===== src/hw/rtl/edc_pkg.sv =====
// ----------------------------------------------------------------------------
// edc_pkg
// Command codes and fixed port widths shared by the edit distance engine.
// ----------------------------------------------------------------------------
package edc_pkg;

  localparam int SYMBOL_IN_BITS = 8;
  localparam int DIST_BITS      = 7;
  localparam int CMD_BITS       = 2;

  typedef enum logic [CMD_BITS-1:0] {
    CMD_APPEND_FIRST  = 2'd0,
    CMD_APPEND_SECOND = 2'd1,
    CMD_COMPUTE       = 2'd2
  } cmd_t;

endpackage


===== src/hw/rtl/edit_distance_engine.sv =====
// ----------------------------------------------------------------------------
// edit_distance_engine
// Levenshtein distance of two loaded symbol strings, one row of costs kept in
// a memory, swept by a shared cost unit one cell per cycle after each row setup.
//
//   channel   handshake          fields
//   command   start / busy       command, symbol
//   result    done (strobe)      distance, overflowed
//
// a load beat leaves busy low
// compute with both strings non-empty: busy, per row, through a setup state
// for the row memory read and then one cell per cycle through the cost unit;
// done in the cycle after the last cell; an empty string gives done at once
// rst is synchronous and clears lengths, overflow flag and sequencer
// the result is shown for one cycle with done; the receiver cannot stall
// ----------------------------------------------------------------------------
module edit_distance_engine
  import edc_pkg::*;
#(
  parameter int MAX_LEN     = 64,
  parameter int SYMBOL_BITS = 8
) (
  input  logic                      clk,
  input  logic                      rst,
  input  logic                      start,
  input  logic [CMD_BITS-1:0]       command,
  input  logic [SYMBOL_IN_BITS-1:0] symbol,
  output logic                      busy,
  output logic                      done,
  output logic [DIST_BITS-1:0]      distance,
  output logic                      overflowed
);

  localparam int LW = $clog2(MAX_LEN + 1);
  localparam int AW = (MAX_LEN > 1) ? $clog2(MAX_LEN) : 1;
  localparam int SB = (SYMBOL_BITS < SYMBOL_IN_BITS) ? SYMBOL_BITS : SYMBOL_IN_BITS;

  typedef enum logic [1:0] {
    ST_IDLE,
    ST_SETUP,
    ST_CELL
  } state_t;

  state_t        state;
  logic [LW-1:0] first_len;
  logic [LW-1:0] second_len;
  logic          overflow_seen;
  logic [LW-1:0] row_i;
  logic [LW-1:0] col_j;
  logic [LW-1:0] diag;
  logic [LW-1:0] left;

  logic [SB-1:0] first_mem  [MAX_LEN];
  logic [SB-1:0] second_mem [MAX_LEN];
  logic [LW-1:0] row_mem    [MAX_LEN+1];

  logic [SB-1:0] first_rdata;
  logic [SB-1:0] second_rdata;
  logic [LW-1:0] row_rdata;

  logic [LW-1:0] first_raddr_full;
  logic [AW-1:0] first_raddr;
  logic [AW-1:0] second_raddr;
  logic [LW-1:0] row_raddr;
  logic [LW-1:0] above;
  logic [LW-1:0] cost;
  logic [SB-1:0] sym_in;
  logic          load_first;
  logic          load_second;
  logic          cmd_beat;

  assign busy        = (state != ST_IDLE);
  assign cmd_beat    = start && !busy;
  assign sym_in      = symbol[SB-1:0];
  assign load_first  = cmd_beat && (command == CMD_APPEND_FIRST) &&
                       (first_len < LW'(MAX_LEN));
  assign load_second = cmd_beat && (command == CMD_APPEND_SECOND) &&
                       (second_len < LW'(MAX_LEN));

  always_comb begin
    first_raddr_full = row_i - LW'(1);
    first_raddr      = first_raddr_full[AW-1:0];
    if (state == ST_SETUP) begin
      second_raddr = '0;
      row_raddr    = LW'(1);
    end else begin
      second_raddr = col_j[AW-1:0];
      row_raddr    = col_j + LW'(1);
    end
    // first row reads the implicit base row 0..n
    above = (row_i == LW'(1)) ? col_j : row_rdata;
  end

  // symbol stores
  always_ff @(posedge clk) begin
    if (load_first) begin
      first_mem[first_len[AW-1:0]] <= sym_in;
    end
    if (load_second) begin
      second_mem[second_len[AW-1:0]] <= sym_in;
    end
    first_rdata  <= first_mem[first_raddr];
    second_rdata <= second_mem[second_raddr];
  end

  // cost row
  always_ff @(posedge clk) begin
    if (state == ST_CELL) begin
      row_mem[col_j] <= cost;
    end
    row_rdata <= row_mem[row_raddr];
  end

  edc_cell_unit #(
    .CW (LW),
    .SB (SB)
  ) u_cell (
    .sym_a (first_rdata),
    .sym_b (second_rdata),
    .above (above),
    .left  (left),
    .diag  (diag),
    .cost  (cost)
  );

  always_ff @(posedge clk) begin
    if (rst) begin
      state         <= ST_IDLE;
      first_len     <= '0;
      second_len    <= '0;
      overflow_seen <= 1'b0;
      row_i         <= '0;
      col_j         <= '0;
      done          <= 1'b0;
    end else begin
      done <= 1'b0;
      unique case (state)
        ST_IDLE: begin
          if (start) begin
            case (command)
              CMD_APPEND_FIRST: begin
                if (first_len < LW'(MAX_LEN)) begin
                  first_len <= first_len + LW'(1);
                end else begin
                  overflow_seen <= 1'b1;
                end
              end
              CMD_APPEND_SECOND: begin
                if (second_len < LW'(MAX_LEN)) begin
                  second_len <= second_len + LW'(1);
                end else begin
                  overflow_seen <= 1'b1;
                end
              end
              CMD_COMPUTE: begin
                if (first_len == '0 || second_len == '0) begin
                  done          <= 1'b1;
                  distance      <= DIST_BITS'((first_len == '0) ? second_len : first_len);
                  overflowed    <= overflow_seen;
                  first_len     <= '0;
                  second_len    <= '0;
                  overflow_seen <= 1'b0;
                end else begin
                  row_i <= LW'(1);
                  state <= ST_SETUP;
                end
              end
              default: begin
              end
            endcase
          end
        end
        ST_SETUP: begin
          diag  <= row_i - LW'(1);
          left  <= row_i;
          col_j <= LW'(1);
          state <= ST_CELL;
        end
        ST_CELL: begin
          left <= cost;
          diag <= above;
          if (col_j == second_len) begin
            if (row_i == first_len) begin
              done          <= 1'b1;
              distance      <= DIST_BITS'(cost);
              overflowed    <= overflow_seen;
              first_len     <= '0;
              second_len    <= '0;
              overflow_seen <= 1'b0;
              state         <= ST_IDLE;
            end else begin
              row_i <= row_i + LW'(1);
              state <= ST_SETUP;
            end
          end else begin
            col_j <= col_j + LW'(1);
          end
        end
        default: begin
          state <= ST_IDLE;
        end
      endcase
    end
  end

endmodule


===== src/hw/rtl/edc_cell_unit.sv =====
// ----------------------------------------------------------------------------
// edc_cell_unit
// Shared cost unit: one symbol compare, a three-way minimum and an increment.
// ----------------------------------------------------------------------------
module edc_cell_unit #(
  parameter int CW = 7,
  parameter int SB = 8
) (
  input  logic [SB-1:0] sym_a,
  input  logic [SB-1:0] sym_b,
  input  logic [CW-1:0] above,
  input  logic [CW-1:0] left,
  input  logic [CW-1:0] diag,
  output logic [CW-1:0] cost
);

  logic [CW-1:0] min_ab;
  logic [CW-1:0] min_all;

  always_comb begin
    min_ab  = (above < left) ? above : left;
    min_all = (min_ab < diag) ? min_ab : diag;
    if (sym_a == sym_b) begin
      cost = diag;
    end else begin
      cost = min_all + CW'(1);
    end
  end

endmodule


===== config.mk =====
export PLATFORM = sky130hd
export DESIGN_NAME = edit_distance_engine
export DESIGN_NICKNAME = d
export VERILOG_FILES = /design/src/hw/rtl/edc_pkg.sv /design/src/hw/rtl/edit_distance_engine.sv /design/src/hw/rtl/edc_cell_unit.sv
export SDC_FILE = /design/constraint.sdc
export NUM_CORES = 2
export LEC_CHECK = 0
export BUFFER_PORTS_ARGS = -buffer_cell sky130_fd_sc_hd__clkbuf_2
export CORE_MARGIN = 10
export CORE_UTILIZATION = 38
export CTS_CLUSTER_SIZE = 8
export DETAILED_ROUTE_END_ITERATION = 10
export MAX_ROUTING_LAYER = met4
export PLACE_DENSITY = 0.49
export SLEW_MARGIN = 40
export SYNTH_ARGS = -nofsm -noshare
export SYNTH_HDL_FRONTEND = slang
export SYNTH_SLANG_ARGS = --single-unit

===== constraint.sdc =====
create_clock -name clk -period 9.09 [get_ports clk]
set_input_delay 1.3635 -clock clk [delete_from_list [all_inputs] [get_ports clk]]
set_output_delay 1.3635 -clock clk [all_outputs]
set_load 0.005 [all_outputs]

==> Word level (Yosys, flattened, before mapping) <==
Memories as Yosys holds them, arrays and structs flattened. A register that Yosys moved wholly into a read port is not among the register bits.
Cells that the tools add are included.
{ "word_totals": {"regBits": 54, "ram_bits": 1479, "input_bits": 13, "output_inout_bits": 10, "elab_cells": 137, "mem_count": 3} }
{ "memory_table": {"columns": ["memory", "words", "width", "rd", "rd_clocked_by_memory_dff", "wr", "line_no", "text"], "rows": [
  ["first_mem", 64, 8, 1, 1, 1, "edit_distance_engine.sv:53", "logic [SB-1:0] first_mem [MAX_LEN];"],
  ["second_mem", 64, 8, 1, 1, 1, "edit_distance_engine.sv:54", "logic [SB-1:0] second_mem [MAX_LEN];"],
  ["row_mem", 65, 7, 1, 1, 1, "edit_distance_engine.sv:55", "logic [LW-1:0] row_mem [MAX_LEN+1];"]
]} }
{ "classes": {"n_addsub": 6, "magnitude_cmp": 4, "n_eq_ne": 24, "muxes": 66, "n_bitwise": 1, "n_reduce_logical": 22} }
{ "ops": {"columns": ["operator", "count"], "rows": [
  ["7-bit two-way mux", 24],
  ["7-bit case mux with 2 select lines", 9],
  ["7-bit by 1-bit adder with 7-bit output (second input constant)", 5],
  ["1-bit two-way mux", 23],
  ["7-bit AND reduction", 3],
  ["3-bit inequality test (second input constant)", 5],
  ["7-bit == test", 2],
  ["7-bit zero test", 2],
  ["7-bit < comparator", 2],
  ["7-bit < comparator (second input constant)", 2],
  ["2-bit inequality test (second input constant)", 5],
  ["8-bit == test", 1],
  ["2-bit two-way mux", 4],
  ["8-bit AND reduction", 1],
  ["7-bit by 1-bit == test with 1-bit output (second input constant)", 1],
  ["7-bit by 1-bit subtractor with 7-bit output (second input constant)", 1],
  ["6-bit two-way mux", 1],
  ["2-bit by 1-bit inequality test with 1-bit output (second input constant)", 3],
  ["3-bit by 2-bit inequality test with 1-bit output (second input constant)", 2],
  ["1-bit case mux with 2 select lines", 3],
  ["2-bit case mux with 3 select lines", 1],
  ["6-bit AND reduction", 1],
  ["2-bit nonzero test", 3],
  ["1-bit logical AND", 5],
  ["other kinds (10)", 14]
]} }

==> Longest topological paths before layout <==
{ "depth": {"ltp_word": 11, "ltp_mapped": 31, "ltp_nobuf": 29} }

==> Modules after synthesis <==
From an unflattened synthesis, not the netlist that was laid out.
{ "hier_totals": {"cells_unflattened": 3492, "hier_area_um2": 62317.3} }
{ "modules_own_cells": {"columns": ["mod", "n_inst", "cells_each", "area_per_inst_um2", "seq_area_each_um2"], "rows": [
  ["edit_distance_engine", 1, 3357, 61276.3, 46174.3],
  ["edc_cell_unit", 1, 135, 1041.0, 0.0]
]} }

==> Worst setup path after synthesis <==
OpenSTA, ideal clock, no wires.
{ "synth_path": {"path_kind": "flip-flop to flip-flop", "from": "reg row_i[1]", "to": "reg left[6], data pin", "setup_time_ns": 0.144, "arrival_ns": 6.989, "t_required_ns": 8.946, "setup_slack_ns": 1.957, "path_stages_with_launch": 30, "path_buffers": 2, "synth_period_minus_slack_ns": 7.133, "cell_sequence": "dfxtp_1 -> inv_1 -> ha_1 -> nor2b_1 -> nand2_2 -> mux2_2 -> ha_1 -> o211a_1 -> a21oi_1 -> a311oi_1 -> nor2_2 -> buf_6 -> a21oi_1 -> inv_1 -> ha_1 -> o21a_1 -> a21oi_1 -> o21a_1 -> o21ai_0 -> nor2_2 -> nand2_1 -> o21ai_0 -> ha_1 -> clkbuf_1 -> nand3_1 -> or3_1 -> o21ai_0 -> a21oi_1 -> a211oi_2 -> mux2_2"} }
{ "synth_between": {"elab_chain_len": 9} }
{ "synth_lines": {"columns": ["item", "line_no", "text"], "rows": [
  ["start, declared", "edit_distance_engine.sv:48", "logic [LW-1:0] row_i;"],
  ["start signal, assigned", "edit_distance_engine.sv:192", "row_i <= row_i + LW'(1);"],
  ["7-bit by 1-bit == test with 1-bit output (*)", "edit_distance_engine.sv:91", "above = (row_i == LW'(1)) ? col_j : row_rdata;"],
  ["7-bit two-way mux (*)", "edit_distance_engine.sv:91", null],
  ["7-bit < comparator", "edc_cell_unit.sv:21", "min_ab = (above < left) ? above : left;"],
  ["7-bit two-way mux (*)", "edc_cell_unit.sv:21", null],
  ["7-bit < comparator", "edc_cell_unit.sv:22", "min_all = (min_ab < diag) ? min_ab : diag;"],
  ["7-bit two-way mux (*)", "edc_cell_unit.sv:22", null],
  ["7-bit by 1-bit adder with 7-bit output (*)", "edc_cell_unit.sv:26", "cost = min_all + CW'(1);"],
  ["7-bit two-way mux (*)", "edc_cell_unit.sv:23", "if (sym_a == sym_b) begin"],
  ["net cost[6]", "edit_distance_engine.sv:66", "logic [LW-1:0] cost;"],
  ["7-bit case mux with 2 select lines (*)", "edit_distance_engine.sv:137", "unique case (state)"],
  ["end signal, assigned", "edit_distance_engine.sv:175", "left <= row_i;"],
  ["end signal, assigned", "edit_distance_engine.sv:180", "left <= cost;"],
  ["end, declared", "edit_distance_engine.sv:51", "logic [LW-1:0] left;"]
]} }
Mark *: on every way through the listed nets, which the timed path passes. The rest lies on a longest branch.
A chain may end at the register's enable or synchronous reset.

==> Final worst setup path <==
{ "layout_path": {"from": "reg row_i[0]", "to": "mem row_mem[25][6] (netlist name), data pin"} }
{ "layout_between": {"elab_chain_len": 8} }
{ "layout_lines": {"columns": ["item", "line_no"], "rows": [
  ["7-bit by 1-bit == test with 1-bit output (*)", "edit_distance_engine.sv:91"],
  ["7-bit two-way mux (*)", "edit_distance_engine.sv:91"],
  ["7-bit < comparator", "edc_cell_unit.sv:21"],
  ["7-bit two-way mux (*)", "edc_cell_unit.sv:21"],
  ["7-bit < comparator", "edc_cell_unit.sv:22"],
  ["7-bit two-way mux (*)", "edc_cell_unit.sv:22"],
  ["7-bit by 1-bit adder with 7-bit output (*)", "edc_cell_unit.sv:26"],
  ["7-bit two-way mux (*)", "edc_cell_unit.sv:23"],
  ["net cost[6]", "edit_distance_engine.sv:66"],
  ["end, declared", "edit_distance_engine.sv:55"]
]} }
Marked as above.

==> impl_metrics.py <==
metrics = {
    "floorplanning": {
        "die_width_um": 424.4,
        "num_io_pins": 23,
        "rows": 148,
        "fp.dieH_um": 424.4,
        "core_um2": 162600,
        "start_util_pct": 38.22,
        "die_area_um2": 180100,
    },
    "grt": {
        "busiest_layer": "met2",
        "track_usage_pct": 18.12,
        "grt_max_degree": 84,
        "met2_usage_pct": 28.75,
        "grt_pass1_vias": 32720,
        "grtUsageMet1_pct": 24.34,
        "use_met3_pct": 3.167,
        "antenna_found_initial": 4,
        "overflow": 0,
        "grt_pass1_wl_mm": 234.9,
    },
    "timing": {
        "tightest_slew_ps": 897.2,
        "hold_viol_final": 0,
        "max_freq_ghz": 0.1302,
        "fin_crit_ps": 7683,
        "fin_crit_sh_pct": 84.52,
        "skew_ps": 53.30,
        "setup_tns_ps": 0,
        "rsz0062_at_grt": "no",
        "slew_headroom_pct": 40.01,
        "slew_viol_final": 0,
        "setup_violations": 0,
    },
    "route": {
        "via_count": 32070,
        "drt-initial-drc-count": 2865,
        "routed_wl_mm": 160.6,
        "first_pass_iters": 7,
        "route.detailed.drc": 0,
        "antenna_left": 0,
        "routed_via_density": 5.551,
        "wl_per_cell_um": 27.80,
    },
    "logic_synthesis": {
        "synthesis.nets": 3500,
        "synth_async_sr_flop_share_pct": 0,
        "yosysTopAreaCellShare_pct": 72.53,
        "synthTopCellsByArea": "edfxtp_1, mux4_2, dfxtp_1, nor2_1, mux2i_1",
        "yosys_warnings": 0,
        "synth_cells": 3462,
        "syn_avg_cell_area_um2": 17.95,
        "synth_seq_cells": 1556,
        "yosys.cell_types.count": 78,
        "synth_flop_cell": "edfxtp_1",
        "seq_area_frac_synth_pct": 74.30,
        "synth_edf_count": 1501,
        "syn_area_um2": 62140,
        "yosysTopAreaCell": "edfxtp_1",
    },
    "worst_setup_path": {
        "critPathMaxStageDelay_ps": 770,
        "arrival_ps": 8210,
        "start_kind": "register",
        "cp_common_cell": "ha_1",
        "reg2reg_to": "row_mem[25][6]",
        "slowest_stage": "dfxtp_4",
        "rr_worst_depth": 25,
        "critical_path_required_ps": 9610,
        "r2r_slack_ps": 1410,
        "crit_type": "register to register",
        "reg2reg_from": "row_i[0]",
        "path_max_fanout": 65,
        "end_kind": "register",
    },
    "place": {
        "place.gp.congestion": 0.7945,
        "placed_area_um2": 64980,
        "port_buffers": 22,
        "dpl.cell_count": 5503,
        "dpl.hpwl_mm": 94.87,
    },
    "power": {
        "p_leak_uw": 0.02169,
        "power_density_nw_per_um2": 305.1,
        "ir_drop_uv": 300.9,
    },
    "finish": {
        "final_area_um2": 70980,
        "areaGrowthSynthToFinish_pct": 14.22,
        "nets": 3582,
        "stdcell_count": 5777,
        "final_cell_mix": "edfxtp_1, mux4_2, clkbuf_16",
        "final_common_cell": "edfxtp_1",
        "layout-drive-gt1-share_pct": 20.80,
    },
    "clocking": {
        "clk_path_buf_depth": 3,
        "cts_made_buffers": 213,
        "clk_latency_ps": 850,
        "ctsHoldBuffers": 0,
        "postCtsSetupRepairBufs": 0,
        "cts_tree": "yes",
        "cts_resized": 0,
        "path_clk_slew_ps": 60,
        "clock_sinks": 1556,
        "htree_levels": 4,
        "cts_root_buf": "clkbuf_16",
    },
    "worst_hold_path": {
        "hold_class": "register to register",
        "worstHoldStart": "overflow_seen",
        "whs_endpoint": "overflowed",
        "hold_depth": 0,
    },
    "job": {
        "max_cap_violations": 0,
    },
    "run_status": {
        "status": "completed",
    },
}
[flip-flops by register name (all words and copies together), names as in the netlist]
signal,count
col_j,7
diag,7
distance,7
done,1
first_len,7
first_mem,512
first_rdata,8
left,7
overflow_seen,1
overflowed,1
row_i,7
row_mem,455
row_rdata,7
second_len,7
second_mem,512
second_rdata,8
state,2
[routing by layer]
| layer | vias to the layer above | routed length (µm) |
|---|---|---|
| li1 | 14110 | - |
| met1 | 16890 | 71250 |
| met2 | 834 | 78630 |
| met3 | 225 | 7410 |
| met4 | 0 | 3303 |
| met5 | - | 0 |
[logic make-up after synthesis]
logic type / synth area share [%]
flops: 74.30
simple gates: 4.891
compound gates: 5.255
mux: 12.63
buf+inv: 1.645
xor+xnor: 0.7732
fa+ha+maj: 0.5034
[report_power, final]
part	switching (µW)	internal, µW	total (µW)	leakage (µW)
Combinational	3470	1600	5070	0.00493
Sequential	111	9330	9440	0.0139
Clock	2920	4220	7150	0.00283
Total	6500	15200	21700	0.0217
[stage by stage]
step	utilization, %	setup slack, ps	power (µW)	hold slack [ps]
final	43.66	1407	21660	491.4
after global routing	43.66	808.1	22560	493.3
after CTS	43.57	1419	21920	505.7
after detailed placement	39.97	1454	14740	501.1
after global placement	39.83	1593	14690	490.5
after floorplan	-	1957	12700	408.1
[cells in the mapped netlist, types with 19 or more instances]
cell type,instances
edfxtp_1,1501
mux4_2,295
nor2_1,273
nand2_1,205
clkbuf_1,131
mux2i_1,102
a211oi_1,86
o22ai_1,84
o21ai_0,81
nand3_1,59
dfxtp_1,55
a21oi_1,50
buf_2,49
nor3_1,46
inv_1,35
xor2_1,34
a311oi_1,31
buf_1,30
o221ai_1,30
a31oi_1,28
nor2b_1,28
ha_1,25
o211ai_1,20
xnor2_1,19
[worst max-delay path by stage]
| stage | from | to | slack (ps) | depth (start not counted) |
|---|---|---|---|---|
| global placement | row_i[0] | row_mem[20][6] | 1590 | 26 |
| CTS | row_i[0] | row_mem[30][6] | 1420 | 25 |
| global route | row_i[0] | row_mem[30][6] | 810 | 25 |
| finish | row_i[0] | row_mem[25][6] | 1410 | 25 |
| floorplan | row_i[1] | left[6] | 1960 | 29 |
| detailed placement | row_i[0] | row_mem[26][6] | 1450 | 25 |
[worst max-delay path, delay by kind of cell, from the launching register on]
kind | cells | cell delay, ps
adders and majority gates | 4 | 1160
AOI/OAI and AO/OA | 11 | 2340
muxes | 1 | 390
buffers and inverters | 2 | 650
DFF | 1 | 770
and+or+nand+nor | 7 | 1930
[cell type report]
cell class / instances / area [µm²]
fillers: 14230 / 91610
flip-flops and latches: 1556 / 46190
multi-input cells: 1656 / 15390
clock buffers: 257 / 5548
well taps: 2175 / 2721
repair buffers: 81 / 690.7
clock inverters: 15 / 309.0
inverters: 36 / 135.1
diodes: 1 / 2.502
Note: power is estimated with default switching activity, not from simulation.
